[src/sv/aqpf_pkg.sv]
// aqpf_pkg: shared types and constants for the ack quorum packet filter
// used by aqpf_regs, aqpf_ctrl, aqpf_dp and ack_quorum_packet_filter_unit
// no dependencies
package aqpf_pkg;

	// header match values
	localparam logic [15:0] ETH_IPV4 = 16'h0800;
	localparam logic [7:0] IP_UDP = 8'd17;
	localparam logic [3:0] IHL_NO_OPT = 4'd5;
	localparam logic [10:0] MIN_PAYLOAD = 11'd35;

	// message fields
	localparam logic [7:0] RESP_KIND = 8'h21;
	localparam int FLAG_OK_BIT = 0;
	localparam logic [15:0] FLAG_QUORUM = 16'h0002;
	localparam logic [15:0] MAX_NODE = 16'd31;
	localparam int NODE_W = 5;
	localparam int MEMBER_W = 31;
	localparam int COUNT_W = 5;

	// register defaults and layout
	localparam logic [15:0] SERVICE_PORT_RST = 16'd9000;
	localparam logic [4:0] THRESHOLD_RST = 5'd2;
	localparam int ADDR_W = 3;
	localparam int REG_SEL_BIT = 2;
	localparam logic REG_SERVICE_PORT = 1'b0;
	localparam logic REG_THRESHOLD = 1'b1;

	// slot table default depth
	localparam int SLOT_COUNT_DEF = 4096;

	// statistics classes
	typedef enum logic [1:0] {
		STAT_DROP  = 2'd0,
		STAT_MARK  = 2'd1,
		STAT_OTHER = 2'd2,
		STAT_NONE  = 2'd3
	} stat_class_t;

	// controller to datapath commands
	typedef struct packed {
		logic clear;
		logic capture;
		logic div1;
		logic div2;
		logic rd;
		logic finish;
	} aqpf_cmd_t;

	// datapath to controller status
	typedef struct packed {
		logic in_slot;
		logic clr_last;
	} aqpf_stat_t;

endpackage

[src/sv/aqpf_ctrl.sv]
// aqpf_ctrl: controller state machine, sequences clear pass, slot index,
// slot read and update; owns the input ready and result valid
// depends on aqpf_pkg
module aqpf_ctrl (
	input  logic                  clk,
	input  logic                  arst_n,
	input  logic                  in_valid,
	output logic                  in_ready,
	output logic                  out_valid,
	input  logic                  out_ready,
	input  aqpf_pkg::aqpf_stat_t  stat,
	output aqpf_pkg::aqpf_cmd_t   cmd
);

	typedef enum logic [5:0] {
		S_CLEAR = 6'b000001,
		S_IDLE  = 6'b000010,
		S_DIV1  = 6'b000100,
		S_DIV2  = 6'b001000,
		S_RD    = 6'b010000,
		S_FIN   = 6'b100000
	} state_t;

	state_t state_q;
	state_t state_d;
	logic   out_valid_q;
	logic   accept;
	logic   slot_free;

	assign in_ready  = (state_q == S_IDLE);
	assign accept    = in_valid & in_ready;
	assign slot_free = ~out_valid_q | out_ready;
	assign out_valid = out_valid_q;

	// next state and commands
	always_comb begin
		state_d = state_q;
		cmd     = '0;
		unique case (state_q)
			S_CLEAR: begin
				cmd.clear = 1'b1;
				if (stat.clr_last) begin
					state_d = S_IDLE;
				end
			end
			S_IDLE: begin
				if (accept) begin
					cmd.capture = 1'b1;
					state_d     = stat.in_slot ? S_DIV1 : S_FIN;
				end
			end
			S_DIV1: begin
				cmd.div1 = 1'b1;
				state_d  = S_DIV2;
			end
			S_DIV2: begin
				cmd.div2 = 1'b1;
				state_d  = S_RD;
			end
			S_RD: begin
				cmd.rd  = 1'b1;
				state_d = S_FIN;
			end
			S_FIN: begin
				if (slot_free) begin
					cmd.finish = 1'b1;
					state_d    = S_IDLE;
				end
			end
			default: state_d = S_IDLE;
		endcase
	end

	// state register
	always_ff @(posedge clk or negedge arst_n) begin
		if (!arst_n) begin
			state_q <= S_CLEAR;
		end else begin
			state_q <= state_d;
		end
	end

	// result valid
	always_ff @(posedge clk or negedge arst_n) begin
		if (!arst_n) begin
			out_valid_q <= 1'b0;
		end else if (cmd.finish) begin
			out_valid_q <= 1'b1;
		end else if (out_ready) begin
			out_valid_q <= 1'b0;
		end
	end

endmodule

[config.mk]
export PLATFORM = sky130hd
export DESIGN_NAME = aqpf_ctrl
export DESIGN_NICKNAME = d
export VERILOG_FILES = /design/src/sv/aqpf_pkg.sv /design/src/sv/aqpf_ctrl.sv
export SDC_FILE = /design/constraint.sdc
export NUM_CORES = 1
export LEC_CHECK = 0
export BUFFER_PORTS_ARGS = -buffer_cell sky130_fd_sc_hd__buf_2
export CAP_MARGIN = 20
export CORE_AREA = 2 2 39 41
export CTS_BUF_LIST = sky130_fd_sc_hd__clkbuf_16
export DETAILED_ROUTE_END_ITERATION = 10
export DIE_AREA = 0 0 41 43
export PLACE_DENSITY = 0.57
export SLEW_MARGIN = 20
export SYNTH_ARGS = -nofsm -noshare
export SYNTH_HDL_FRONTEND = slang
export SYNTH_SLANG_ARGS = --single-unit
export TNS_END_PERCENT = 30
[constraint.sdc]
create_clock -name clk -period 4.1 [get_ports clk]
set_input_delay 0.41 -clock clk [delete_from_list [all_inputs] [get_ports clk]]
set_output_delay 0.41 -clock clk [all_outputs]
set_load 0.01 [all_outputs]
==> results.ini <==
[synthesis]
synth-async-reset-ratio_pct=100
synth.area.top_cells=dfrtp_1 37%, nor3b_1 9.2%, dfstp_2 6.4%
synth_fp_nets=48
yosysUniqueCellTypes=26
yosys.area_share.simple_pct=43.4
synth_area_per_cell_um2=9.74
synth_seq_area_share_pct=43.1
synth_top_family_by_area=simple AND/OR/NAND/NOR gates
ys.flop_type=dfrtp_1
synth_edf_count=0
synth_seq_cells=7
synthMuxAreaShare_pct=0
synth_top_area_cell=dfrtp_1
synth_top_area_share_pct=36.7
syn-cell-area_um2=409
ys_warn_count=0
netlist_instances=42
synthAdderAreaFrac_pct=0
synth-compound-area-share_pct=8.26
synthXorXnorAreaFrac_pct=2.14

[cells_and_area]
finalInstanceArea_um2=568
syn2layout_area_growth_pct=38.8
antennaDiodeCount=0
nNetsFinal=65
final_cells=74
layout-drive-gt1-share_pct=39.7
final_cell_mix=13 x buf_2, 6 x dfrtp_1, 5 x nor3b_1
layout_commonest_cell=buf_2
postLayoutCoreUtil_pct=41.0
fillCellCount=137
multi_input_area_um2=220
regArea_um2=176

[place]
io_buffers=13
dpl_cell_area_um2=489
hpwl_um=602
gp_congestion=0.782
placed_cells=70

[setup_path]
crit_end=cmd[3]
cp-end-kind=output port
critical_path_required_ns=3.69
reg2reg_slack_ns=2.17
arrival_ns=1.77
r2r_end=state_q[2]$_DFFE_PN0P_
cp-startpoint=state_q[1]$_DFFE_PN0P_
crit_fanout=8
crit_type=flip-flop to output port
startpoint_type=flip-flop
worstRegToRegCells=4
timing.rr.start=state_q[3]$_DFFE_PN0P_

[clocking]
clk_latency_ns=0.23
clkSinkCount=7
post_cts_resize_count=0
cts_tree=built
clk_pin_slew_worst_paths_ns=0.04
cts.path.max_buffers=2
cts_buffers=3
cts_max_level=1
clock-root-buffer=clkbuf_16
post_cts_buffers=0
cts_hold_buf=0

[route]
drt_iter0_drc=6
routed_wl_um=815
antenna_left=0
post-route-drc-count=0
wl_per_cell_um=11.0
via_per_inst=4.89
drtPass1Iterations=4
num_vias=362

[grt]
grt_pass1_wl_um=1330
grt_max_degree=10
overflow=0
grt_pass1_vias=297
grt_antenna_before_repair=0
track_usage_pct=12.5

[floorplan]
core_area_um2=1380
pin_count=14
num_rows=14
die_w_um=41
die_area_um2=1760
die_h_um=43
initial_core_util_pct=29.6

[run_status]
status=completed

[timing]
tightest_slew_ns=0.427
hold_viol=0
timing.slew.headroom_pct=71.3
final.min_clock_period_ns=2.18
finalClockSkew_ns=0.00182
fin_crit_sh_pct=53.2
setup_viol=0
fin_setup_tns_ns=0
fmax_ghz=0.459
drv_slew=0
grt_setup_unrepaired=false
holdWs_ns=0.00506

[power]
powerDensity_nw_per_um2=704
p_leak_uw=0.000286
max-vdd-ir-drop_mv=0.358

[run]
cap_violations=0

[worst_hold_path]
hold_path_class=input pin to async pin

## synthesized netlist by cell type (all sizes together) (2+ instances only)
| library cell | n |
|---|---|
| nand2b | 4 |
| nor2 | 3 |
| nor3 | 2 |
| dfrtp | 6 |
| nor3b | 5 |
| or4 | 2 |
| inv | 2 |
| and2 | 2 |
## flip-flops by register name (all words and copies together), names as in the netlist
signal	cells
state_q	6
out_valid	1
## worst min path at each step
stage | cells past startpoint | from | slack (ns) | endpoint
floorplan | 0 | arst_n | 0.11 | out_valid$_DFFE_PN0P_
global placement | 1 | arst_n | 0.25 | out_valid$_DFFE_PN0P_
detailed placement | 1 | arst_n | 0.25 | out_valid$_DFFE_PN0P_
CTS | 1 | arst_n | 0.01 | out_valid$_DFFE_PN0P_
global route | 1 | arst_n | 0.02 | out_valid$_DFFE_PN0P_
finish | 1 | arst_n | 0.005 | out_valid$_DFFE_PN0P_
## power by group
part / total (µW) / switching [µW] / leakage (µW) / internal (µW)
clock network: 163 / 36.3 / 0.0000423 / 127
logic: 128 / 61.5 / 0.000154 / 66.0
registers: 109 / 22.9 / 0.0000893 / 86.4
## layer usage
layer / vias to the layer above / global-route usage (%) / routed length (µm)
met4: 0 / 10.0 / 17
met5: - / 0 / 0
met1: 167 / 15.8 / 361
li1: 182 / - / -
met3: 2 / 9.42 / 64
met2: 11 / 13.4 / 372
## critical path: stages, from the launching register on
cell	delay, ns
dfrtp_1	0.44
or4_2	0.75
nor3b_1	0.20
buf_2	0.15
## cells by family (layout without fill, tap and decap cells)
family,count (synthesis),after routing
AO/OA/AOI/OAI,5,5
buffers and inverters,3,19
flip-flops,7,7
XOR/XNOR,1,1
AND/OR/NAND/NOR,26,26
## per-stage QoR
stage	setup WS, ns	total power [µW]
CTS	1.91	405
finish	1.92	400
detailed placement	2.17	239
global placement	2.16	242
global route	1.84	426
floorplan	2.21	202
## final cells by class
type	count	area share [%]
Multi-Input combinational cell	32	38.8
Sequential cell	7	31.1
Clock buffer	3	13.2
Timing Repair Buffer	13	11.5
Tap cell	16	3.52
Inverter	2	1.32
Clock inverter	1	0.661
Power figures use the tool's default switching activity.
