$ cat config.mk
export PLATFORM = sky130hd
export DESIGN_NAME = aqpf_regs
export DESIGN_NICKNAME = d
export VERILOG_FILES = /design/src/sv/aqpf_pkg.sv /design/src/sv/aqpf_regs.sv
export SDC_FILE = /design/constraint.sdc
export NUM_CORES = 1
export LEC_CHECK = 0
export BUFFER_PORTS_ARGS = -buffer_cell sky130_fd_sc_hd__buf_2
export CORE_MARGIN = 8
export CORE_UTILIZATION = 36
export CTS_BUF_LIST = sky130_fd_sc_hd__clkbuf_8
export DETAILED_ROUTE_END_ITERATION = 12
export MAX_ROUTING_LAYER = met4
export PLACE_DENSITY = 0.84
export SYNTH_ARGS = -nofsm -noshare
export SYNTH_HDL_FRONTEND = slang
export SYNTH_SLANG_ARGS = --single-unit
$ cat constraint.sdc
create_clock -name clk -period 0.9 [get_ports clk]
set_input_delay 0.225 -clock clk [delete_from_list [all_inputs] [get_ports clk]]
set_output_delay 0.225 -clock clk [all_outputs]
set_load 0.02 [all_outputs]
$ cat src/sv/aqpf_pkg.sv
// aqpf_pkg: shared types and constants for the ack quorum packet filter
// used by aqpf_regs, aqpf_ctrl, aqpf_dp and ack_quorum_packet_filter_unit
// no dependencies
package aqpf_pkg;

	// header match values
	localparam logic [15:0] ETH_IPV4 = 16'h0800;
	localparam logic [7:0] IP_UDP = 8'd17;
	localparam logic [3:0] IHL_NO_OPT = 4'd5;
	localparam logic [10:0] MIN_PAYLOAD = 11'd35;

	// message fields
	localparam logic [7:0] RESP_KIND = 8'h21;
	localparam int FLAG_OK_BIT = 0;
	localparam logic [15:0] FLAG_QUORUM = 16'h0002;
	localparam logic [15:0] MAX_NODE = 16'd31;
	localparam int NODE_W = 5;
	localparam int MEMBER_W = 31;
	localparam int COUNT_W = 5;

	// register defaults and layout
	localparam logic [15:0] SERVICE_PORT_RST = 16'd9000;
	localparam logic [4:0] THRESHOLD_RST = 5'd2;
	localparam int ADDR_W = 3;
	localparam int REG_SEL_BIT = 2;
	localparam logic REG_SERVICE_PORT = 1'b0;
	localparam logic REG_THRESHOLD = 1'b1;

	// slot table default depth
	localparam int SLOT_COUNT_DEF = 4096;

	// statistics classes
	typedef enum logic [1:0] {
		STAT_DROP  = 2'd0,
		STAT_MARK  = 2'd1,
		STAT_OTHER = 2'd2,
		STAT_NONE  = 2'd3
	} stat_class_t;

	// controller to datapath commands
	typedef struct packed {
		logic clear;
		logic capture;
		logic div1;
		logic div2;
		logic rd;
		logic finish;
	} aqpf_cmd_t;

	// datapath to controller status
	typedef struct packed {
		logic in_slot;
		logic clr_last;
	} aqpf_stat_t;

endpackage

$ cat src/sv/aqpf_regs.sv
// aqpf_regs: apb configuration registers (service port, quorum threshold)
// depends on aqpf_pkg
module aqpf_regs (
	input  logic                        clk,
	input  logic                        arst_n,
	input  logic                        psel,
	input  logic                        penable,
	input  logic                        pwrite,
	input  logic [aqpf_pkg::ADDR_W-1:0] paddr,
	input  logic [31:0]                 pwdata,
	output logic [31:0]                 prdata,
	output logic                        pready,
	output logic [15:0]                 service_port,
	output logic [4:0]                  quorum_threshold
);

	logic        wr_en;
	logic        sel;
	logic [15:0] port_q;
	logic [4:0]  thr_q;

	assign pready = 1'b1;
	assign wr_en  = psel & penable & pwrite;
	assign sel    = paddr[aqpf_pkg::REG_SEL_BIT];

	// register writes
	always_ff @(posedge clk or negedge arst_n) begin
		if (!arst_n) begin
			port_q <= aqpf_pkg::SERVICE_PORT_RST;
			thr_q  <= aqpf_pkg::THRESHOLD_RST;
		end else if (wr_en) begin
			unique case (sel)
				aqpf_pkg::REG_SERVICE_PORT: port_q <= pwdata[15:0];
				aqpf_pkg::REG_THRESHOLD:    thr_q  <= pwdata[4:0];
				default:                    port_q <= port_q;
			endcase
		end
	end

	// read mux
	always_comb begin
		unique case (sel)
			aqpf_pkg::REG_SERVICE_PORT: prdata = {16'd0, port_q};
			aqpf_pkg::REG_THRESHOLD:    prdata = {27'd0, thr_q};
			default:                    prdata = 32'd0;
		endcase
	end

	assign service_port     = port_q;
	assign quorum_threshold = thr_q;

endmodule

==> results of run 1 <==
-- cells in the mapped netlist --
| master | n | area share |
|---|---|---|
| buf_4 | 17 | 0.11 |
| mux2_2 | 16 | 0.16 |
| dfrtp_1 | 15 | 0.33 |
| nor2b_1 | 11 | 0.061 |
| mux2_4 | 10 | 0.13 |
| dfstp_2 | 6 | 0.14 |
| buf_6 | 2 | 0.020 |
| conb_1 | 2 | 0.0067 |
| clkbuf_1 | 1 | 0.0033 |
| nand4_1 | 1 | 0.0056 |
| nand4b_4 | 1 | 0.021 |
-- state kept, by name, summed over array words and instances (netlist names) --
name / cells
service_port: 16
quorum_threshold: 5
-- logic make-up after synthesis --
| kind of cell | after synthesis |
|---|---|
| multiplexers | 26 |
| AND/OR/NAND/NOR | 13 |
| flip-flops | 21 |
| other | 2 |
| buffers and inverters | 20 |
-- what timing repair did --
item                                    4_1_cts  5_1_grt
pin swaps                                     1        0
gates resized for setup                      82       22
endpoints found under the setup margin       54       46
hold endpoints to repair                     15        0
buffers inserted                              9       12
hold buffers                                  1        0
-- metrics by stage --
step / util / setup WS (ns) / std cells
after CTS: 0.636 / -0.398 / 191
after global routing: 0.678 / -0.445 / 199
after detailed placement: 0.508 / -0.353 / 178
after floorplan: - / -0.252 / 97
after global placement: 0.508 / -0.295 / 178
final: 0.678 / -0.423 / 199
-- power by group through the flow --
stage	clock network [mW]	registers, mW	logic (mW)
2_1_floorplan	0	1.62	0.762
3_3_place_gp	0	1.34	1.51
3_5_place_dp	0	1.36	1.54
4_1_cts	0.626	1.37	2.12
5_1_grt	0.673	1.41	2.52
6_report	0.613	1.39	2.41
-- routing by layer --
metal	part of all wire	vias to the layer above	global-route usage
met5	0	-	-
met3	0.062	12	0.0391
met4	0.037	0	0.0567
met1	0.32	435	0.118
met2	0.58	45	0.291
li1	-	406	-
-- layout make-up --
cell class                 count  area (um^2)
clock buffer                   3         41.3
clock inverter                 1         3.75
fill                         204          966
multi-input combinational     56          598
sequential                    21          534
tap                           33         41.3
timing repair buffer          85          818
-- worst max-delay path by stage --
stage                             start             endpoint  depth (start not counted)  slack, ns
finish              quorum_threshold[0]            prdata[0]                          2      -0.42
global route        quorum_threshold[0]            prdata[0]                          2      -0.44
detailed placement             paddr[2]  quorum_threshold[2]                          3      -0.35
floorplan                      paddr[2]      service_port[0]                          4      -0.25
CTS                     service_port[3]            prdata[3]                          2      -0.40
global placement               paddr[2]     service_port[15]                          4      -0.30
-- placed cells by master (no fill, tap or decap) --
cell	count
buf_12	2
buf_2	20
buf_4	7
buf_6	54
clkbuf_4	1
clkbuf_8	3
conb_1	17
dfrtp_1	14
dfrtp_2	1
dfstp_2	6
dlygate4sd3_1	1
inv_1	1
mux2_2	10
mux2_4	16
nand4_1	1
nand4b_4	1
nor2b_4	11
-- worst max-delay path: cells and delay by family (launching register included) --
family                 cells  cell delay (ns)
muxes                      1             0.29
DFF                        1             0.42
buffers and inverters      1             0.14
==> key figures, run 1 <==
Status
  • Outcome: finished with violations
  • Failing checks: setup timing

Critical path
  • Worst-path fanout max: 2
  • Critical path arrival: 1.10 ns
  • CP max stage cell: dfrtp_1
  • Setup Crit Path Kind: reg -> out
  • Worst reg-to-reg setup slack: -0.11 ns
  • Critical Path RT: 0.67 ns
  • End of the worst register-to-register path: quorum_threshold[0]
  • RR Startpoint: quorum_threshold[0]
  • Worst Setup Start Kind: flop
  • CP peak stage delay: 0.42 ns
  • Worst-path cell chain: mux2_4 > buf_6
  • CP endpoint kind: output port
  • R2R cell count: 3

Timing
  • Fmax: 756 MHz
  • # setup viols final: 43
  • Final Hold Vio Count: 0
  • Slew Viols, Final: 0
  • Final setup slack of the worst path: -0.423 ns
  • Final worst path period need: 1.32 ns
  • Worst hold slack: 0.191 ns
  • Final period utilization: 1.47
  • RSZ-0062 raised after global routing: yes
  • Worst Skew: 0 ns
  • Setup tns final: -10.91 ns

Global routing
  • Total GRT Usage: 0.144
  • Largest net degree at the start of global routing: 22
  • First-pass GRT wire length: 5510 um
  • GRT overflow: 0
  • Number of global-route vias before repair: 1,088
  • Initial antenna violation count: 0

Clock tree
  • Clock root buffer master: clkbuf_8
  • Worst skew pair latency: 0.26 ns
  • Clk pin slew, worst setup/hold paths: 0.08 ns
  • Clock sink count: 21
  • TritonCTS clock tree: built
  • H-Tree Depth: 1
  • Number of buffers created by CTS: 3
  • Longest Clk Path Bufs: 2

Power and ir drop
  • Reg power frac: 0.315
  • Pwr Total: 4.41 mW
  • Power share of the clock group: 0.139
  • Pwr/cell area: 2160 nW/um^2
  • Internal power: 2.91 mW
  • Peak VDD IR: 1390 uV
  • Switching share of total power: 0.340
  • Comb power frac: 0.546
  • Static Leak: 1.07 nW
  • Psw: 1.50 mW

Drt
  • Avg Vias per Cell: 4.51
  • Detailed-route wire length: 3830 um
  • Antenna viol nets, final: 0
  • Via count: 898
  • First-pass iteration count of the detailed router: 2
  • Avg WL per Cell: 19.3 um
  • Drt drc: 0
  • Initial drt markers: 29

Place
  • Port buffer count: 58
  • Post-DP HPWL: 2440 um
  • Placed Area: 1530 um^2
  • Gp weighted congestion: 0.706

Layout
  • Design area: 2040 um^2
  • Share of layout cells above drive strength 1: 0.795
  • Ant diodes: 0
  • Final net count: 207
  • Area Overhead vs Synth: 81.3%

Floorplan
  • Die Width: 71.9 um
  • CORE AREA: 3000 um^2
  • Vert. Die Dim: 71.9 um
  • Initial Util: 0.374
  • Top Ports: 94
  • Core Rows: 20
  • Die ar.: 5160 um^2

Yosys
  • Post-Synth XOR/XNOR Area: 0
  • #FFs+latches synth: 21
  • Cell count after synthesis: 82
  • Yosys warns: 0
  • Post-synthesis adder-cell area fraction: 0
  • Mux cell area share after synthesis: 0.294
  • Seq/Total Area, Yosys: 0.474
  • Post-synth cell types: 11
  • Largest family of logic cells by synthesized area: multiplexers
  • Syn_area_per_cell: 13.7 um^2
  • Synth Area in Simple Gates: 0.0880
  • Synthesized area: 1120 um^2
  • Synth Area in Compound Gates: 0

Run
  • Maxcap violations: 0

Hold path
  • Hold path depth: 2
  • Worst hold path class: in -> reg
  • Hold Crit Endpoint: service_port[11]
  • Hold Path Origin: pwdata[11]
(Power assumes the default switching activity.)
==> run 2, diff against run 1 <==
Settings changed: RECOVER_POWER from default to 100.
==> key figures, run 2 (synthesis results as in run 1) <==
Drt
  • First-pass iteration count of the detailed router: 2 (unchanged)
  • Avg WL per Cell: 19.3 um (+0.13%)
  • Avg Vias per Cell: 4.51 (-0.11%)
  • Antenna viol nets, final: 0 (unchanged)
  • Initial drt markers: 29 (unchanged)
  • Detailed-route wire length: 3840 um (+0.13%)
  • Drt drc: 0 (unchanged)
  • Via count: 897 (-0.11%)

Place
  • Port buffer count: 58 (unchanged)
  • Placed Area: 1530 um^2 (unchanged)
  • Gp weighted congestion: 0.706 (unchanged)
  • DP Cell Count: 178 (unchanged)
  • Post-DP HPWL: 2440 um (unchanged)

Layout
  • Most frequent cells in the layout: buf_6 (54), buf_2 (21), conb_1 (17), mux2_4 (15), dfrtp_1 (14)
  • Design area: 2010 um^2 (-1.5%)
  • Max FFs per register: 16 (unchanged)
  • Area Overhead vs Synth: 78.5%
  • Non-Filler Instances: 199 (unchanged)
  • Final net count: 207 (unchanged)
  • Share of layout cells above drive strength 1: 0.789 (-0.00602)
  • Commonest non-fill, non-tap cell in the layout: buf_6
  • Ant diodes: 0 (unchanged)
  • Fillers: 209 (+2.5%)

Critical path
  • Worst Setup Start Kind: flop
  • Critical Path RT: 0.67 ns (about the same)
  • CP endpoint kind: output port
  • Critical path arrival: 1.10 ns (about the same)
  • Worst-path fanout max: 2 (unchanged)
  • Setup Crit Path Kind: reg -> out

Floorplan
  • Core Rows: 20 (unchanged)
  • Top Ports: 94 (unchanged)
  • CORE AREA: 3000 um^2 (unchanged)
  • Die ar.: 5160 um^2 (unchanged)
  • Initial Util: 0.374 (unchanged)
  • Vert. Die Dim: 71.9 um (unchanged)
  • Die Width: 71.9 um (unchanged)

Global routing
  • M1 GR Usage: 0.118 (unchanged)
  • Largest net degree at the start of global routing: 22 (unchanged)
  • GRT overflow: 0 (unchanged)
  • Met3 usage: 0.0391 (unchanged)
  • Met2 Usage GRT: 0.291 (unchanged)
  • First-pass GRT wire length: 5510 um (unchanged)
  • Number of global-route vias before repair: 1,088 (unchanged)
  • Grt peak-use layer: met2
  • Initial antenna violation count: 0 (unchanged)
  • Total GRT Usage: 0.144 (unchanged)

Timing
  • Final worst path period need: 1.32 ns (+0.000438 ns)
  • Worst Skew: 0 ns (unchanged)
  • Final setup slack of the worst path: -0.424 ns (-0.000438 ns)
  • Final period utilization: 1.47 (about the same)
  • # setup viols final: 47 (+9.3%)
  • Slew Viols, Final: 0 (unchanged)
  • Fmax: 756 MHz (about the same)
  • Final Hold Vio Count: 0 (unchanged)
  • RSZ-0062 raised after global routing: yes

Clock tree
  • Worst skew pair latency: 0.26 ns (about the same)
  • Clock root buffer master: clkbuf_8
  • Number of buffers created by CTS: 3 (unchanged)
  • TritonCTS clock tree: built
  • Longest Clk Path Bufs: 2 (unchanged)
  • Clock sink count: 21 (unchanged)
  • Clk pin slew, worst setup/hold paths: 0.08 ns (about the same)
  • H-Tree Depth: 1 (unchanged)

Status
  • Outcome: finished with violations
  • Failing checks: setup timing

Hold path
  • Worst hold path class: in -> reg

Run
  • Maxcap violations: 0 (unchanged)

Power and ir drop
  • Pwr/cell area: 2190 nW/um^2 (+1.1%)
  • Peak VDD IR: 1390 uV (-0.14%)
  • Static Leak: 1.05 nW (-1.7%)
[run 2: cell count changes in the layout (fill, tap and decap cells not counted)]
cell,previous run,this run
buf_2,20,21
clkbuf_4,1,0
buf_12,2,0
mux2_4,16,15
buf_4,7,9
mux2_1,0,1
[run 2: timing repair]
item	in CTS	in global routing
buffers inserted	9	12
hold endpoints to repair	15	0
setup endpoints to repair	54	46
hold buffers	1	0
pin swaps	1	0
cloned	0	0
resized for setup	82	22
[run 2: cell type report]
cell class                 instances  area (um^2)  area share
multi-input combinational         56          594       0.296
clock buffer                       3         41.3      0.0206
tap                               33         41.3      0.0206
sequential                        21          534       0.266
timing repair buffer              85          791       0.394
clock inverter                     1         3.75     0.00187
[run 2: worst paths after layout]
| path | start | endpoint | slack [ns] | cells after the start |
|---|---|---|---|---|
| max in group asynchronous | arst_n | service_port[3] | 0.07 | 2 |
| max reg2reg | quorum_threshold[0] | quorum_threshold[0] | -0.11 | 3 |
| max | quorum_threshold[0] | prdata[0] | -0.42 | 2 |
| min in group asynchronous | arst_n | quorum_threshold[0] | 0.48 | 2 |
| min | pwdata[8] | service_port[8] | 0.19 | 2 |
| min reg2reg | service_port[15] | service_port[15] | 0.56 | 1 |
[run 2: critical path: stages (launching register included)]
cell and delay [ns]:
dfrtp_1 0.42, mux2_4 0.29, buf_6 0.14
[run 2: where the power goes]
group          switching [mW]  internal [mW]
clock                   0.308          0.304
combinational            1.00           1.39
sequential              0.187           1.20
[run 2: routing by layer]
| metal | share of wire | vias up | routed length (um) |
|---|---|---|---|
| li1 | - | 406 | - |
| met1 | 0.32 | 434 | 1220 |
| met2 | 0.58 | 45 | 2240 |
| met3 | 0.062 | 12 | 239 |
| met4 | 0.037 | 0 | 142 |
| met5 | 0 | - | 0 |
[run 2: metrics by stage]
step           hold WS (ns)  setup TNS (ns)  worst slack [ns]   util  total power [mW]
4_1_cts               0.189          -10.00            -0.398  0.636              4.12
2_1_floorplan       -0.0706           -4.29            -0.252      -              2.38
6_report              0.188          -10.97            -0.424  0.668              4.39
3_3_place_gp          0.195           -9.81            -0.295  0.508              2.84
5_1_grt               0.187          -12.57            -0.445  0.668              4.59
3_5_place_dp          0.213          -10.87            -0.353  0.508              2.90
==> run 3, diff against run 2 <==
Settings changed: PLACE_DENSITY 0.84 to 0.79.
Clock period 0.9 ns to 1.1 ns, I/O delays scaled along.
==> key figures, run 3 (synthesis results as in run 1) <==
Timing
  • # setup viols final: 34 (-28%)
  • Worst hold slack: 0.238 ns (+0.0504 ns)
  • Worst-Margin Slew: 0.533 ns
  • Final period utilization: 1.25
  • Final setup slack of the worst path: -0.273 ns (+0.151 ns)
  • Setup tns final: -4.77 ns (+6.20 ns)
  • Final worst path period need: 1.37 ns
  • Final Hold Vio Count: 0 (unchanged)
  • Fmax: 728 MHz
  • Slew HR: 0.645
  • Worst Skew: 0 ns (unchanged)
  • Slew Viols, Final: 0 (unchanged)
  • RSZ-0062 raised after global routing: yes

Critical path
  • CP max stage cell: dfrtp_1
  • Critical Path RT: 0.82 ns (+0.15 ns)
  • Worst-path fanout max: 2 (unchanged)
  • Setup Crit Path Kind: reg -> out
  • Worst-path cell chain: mux2_4 > buf_6
  • RR Startpoint: quorum_threshold[3]
  • Worst reg-to-reg setup slack: 0.08 ns (+0.19 ns)
  • CP peak stage delay: 0.41 ns (about the same)
  • R2R cell count: 3 (unchanged)
  • Worst Setup Start Kind: flop
  • CP endpoint kind: output port
  • End of the worst register-to-register path: quorum_threshold[3]
  • Critical path arrival: 1.10 ns (about the same)

Floorplan
  • CORE AREA: 3000 um^2 (unchanged)
  • Core Rows: 20 (unchanged)
  • Die Width: 71.9 um (unchanged)
  • Initial Util: 0.374 (unchanged)
  • Top Ports: 94 (unchanged)
  • Vert. Die Dim: 71.9 um (unchanged)
  • Die ar.: 5160 um^2 (unchanged)

Layout
  • Design area: 1910 um^2 (-4.9%)
  • Final core occ: 0.635 (-0.0325)
  • Non-Filler Instances: 192 (-3.5%)
  • Ant diodes: 0 (unchanged)
  • Max FFs per register: 16 (unchanged)
  • Commonest non-fill, non-tap cell in the layout: buf_6
  • Most frequent cells in the layout: buf_6 (44), buf_2 (20), conb_1 (17), dfrtp_1 (15), mux2_4 (13)
  • Final net count: 200 (-3.4%)
  • Area Overhead vs Synth: 69.8%
  • Share of layout cells above drive strength 1: 0.767 (-0.0219)

Global routing
  • First-pass GRT wire length: 5010 um (-9.0%)
  • GRT overflow: 0 (unchanged)
  • Largest net degree at the start of global routing: 22 (unchanged)
  • Total GRT Usage: 0.128 (-0.0161)
  • Number of global-route vias before repair: 981 (-9.8%)
  • Initial antenna violation count: 0 (unchanged)

Power and ir drop
  • Switching share of total power: 0.342 (+0.00157)
  • Pwr Total: 3.44 mW (-22%)
  • Comb power frac: 0.523 (-0.022)
  • Peak VDD IR: 1400 uV (+0.35%)
  • Psw: 1.18 mW (-21%)
  • Pwr/cell area: 1800 nW/um^2 (-18%)
  • Internal power: 2.26 mW (-22%)
  • Reg power frac: 0.329 (+0.013)
  • Static Leak: 0.995 nW (-5.5%)
  • Power share of the clock group: 0.147 (+0.008)

Drt
  • Via count: 869 (-3.1%)
  • First-pass iteration count of the detailed router: 4 (+2)
  • Drt drc: 0 (unchanged)
  • Avg Vias per Cell: 4.53 (+0.41%)
  • Antenna viol nets, final: 0 (unchanged)
  • Initial drt markers: 9 (-69%)
  • Detailed-route wire length: 3400 um (-11%)
  • Avg WL per Cell: 17.7 um (-8.2%)

Clock tree
  • Worst skew pair latency: 0.26 ns (about the same)
  • Clk pin slew, worst setup/hold paths: 0.08 ns (about the same)
  • Clock root buffer master: clkbuf_8
  • H-Tree Depth: 1 (unchanged)
  • Clock sink count: 21 (unchanged)
  • Longest Clk Path Bufs: 2 (unchanged)
  • Number of buffers created by CTS: 3 (unchanged)
  • TritonCTS clock tree: built

Place
  • Post-DP HPWL: 2350 um (-3.9%)
  • DP Cell Count: 173 (-2.8%)
  • Port buffer count: 58 (unchanged)
  • Pre-CTS setup slack: -0.210 ns (+0.143 ns)
  • Placed Area: 1480 um^2 (-3.0%)
  • Gp weighted congestion: 0.654 (-7.4%)

Status
  • Outcome: finished with violations
  • Failing checks: setup timing

Hold path
  • Hold Path Origin: pwdata[10]
  • Worst hold path class: in -> reg
  • Hold path depth: 2 (unchanged)
  • Hold Crit Endpoint: service_port[10]

Run
  • Maxcap violations: 0 (unchanged)
==> run 3: cell count changes in the layout (fill, tap and decap cells not counted), sizes merged <==
cell	change
clkinv	+1
clkbuf	+5
inv	-1
buf	-12
==> run 3: cell type report <==
class / count / area [um^2]
fillers: 236 / 1090
repair buffers: 78 / 701
multi-input cells: 56 / 587
flip-flops and latches: 21 / 533
clock buffers: 3 / 41.3
well taps: 33 / 41.3
clock inverters: 1 / 5.00
==> run 3: worst max-delay path by stage <==
stage | start | end | slack, ns
global route | service_port[3] | prdata[3] | -0.30
floorplan | paddr[2] | service_port[0] | -0.10
detailed placement | paddr[2] | service_port[12] | -0.21
global placement | paddr[2] | service_port[11] | -0.18
CTS | service_port[3] | prdata[3] | -0.25
finish | service_port[2] | prdata[2] | -0.27
==> run 3: timing repair <==
| item | CTS | global route |
|---|---|---|
| gates resized for setup | 75 | 17 |
| setup endpoints to repair | 34 | 37 |
| setup buffers | 7 | 9 |
| endpoints found under the hold margin | 15 | 0 |
| pin swaps | 0 | 0 |
| hold buffers | 1 | 0 |
==> run 3: power groups by stage <==
stage | Clock (mW) | Combinational, mW | Sequential (mW)
after global routing | 0.560 | 1.88 | 1.15
after floorplan | 0 | 0.618 | 1.32
after detailed placement | 0 | 1.19 | 1.12
after CTS | 0.518 | 1.65 | 1.12
after global placement | 0 | 1.17 | 1.10
final | 0.506 | 1.80 | 1.13
==> run 3: layer usage <==
layer  wire [um]  part of all wire  track usage  vias to the layer above
li1            -                 -            -                      394
met1        1230              0.36        0.124                      429
met2        1890              0.56        0.241                       46
met3         272             0.080       0.0488                        0
met4           0                 0       0.0136                        0
met5           0                 0            -                        -
==> run 3: critical path: cells and delay by family, from the launching register on <==
family / cells / cell delay (ns)
DFF: 1 / 0.41
buffers and inverters: 1 / 0.13
muxes: 1 / 0.29
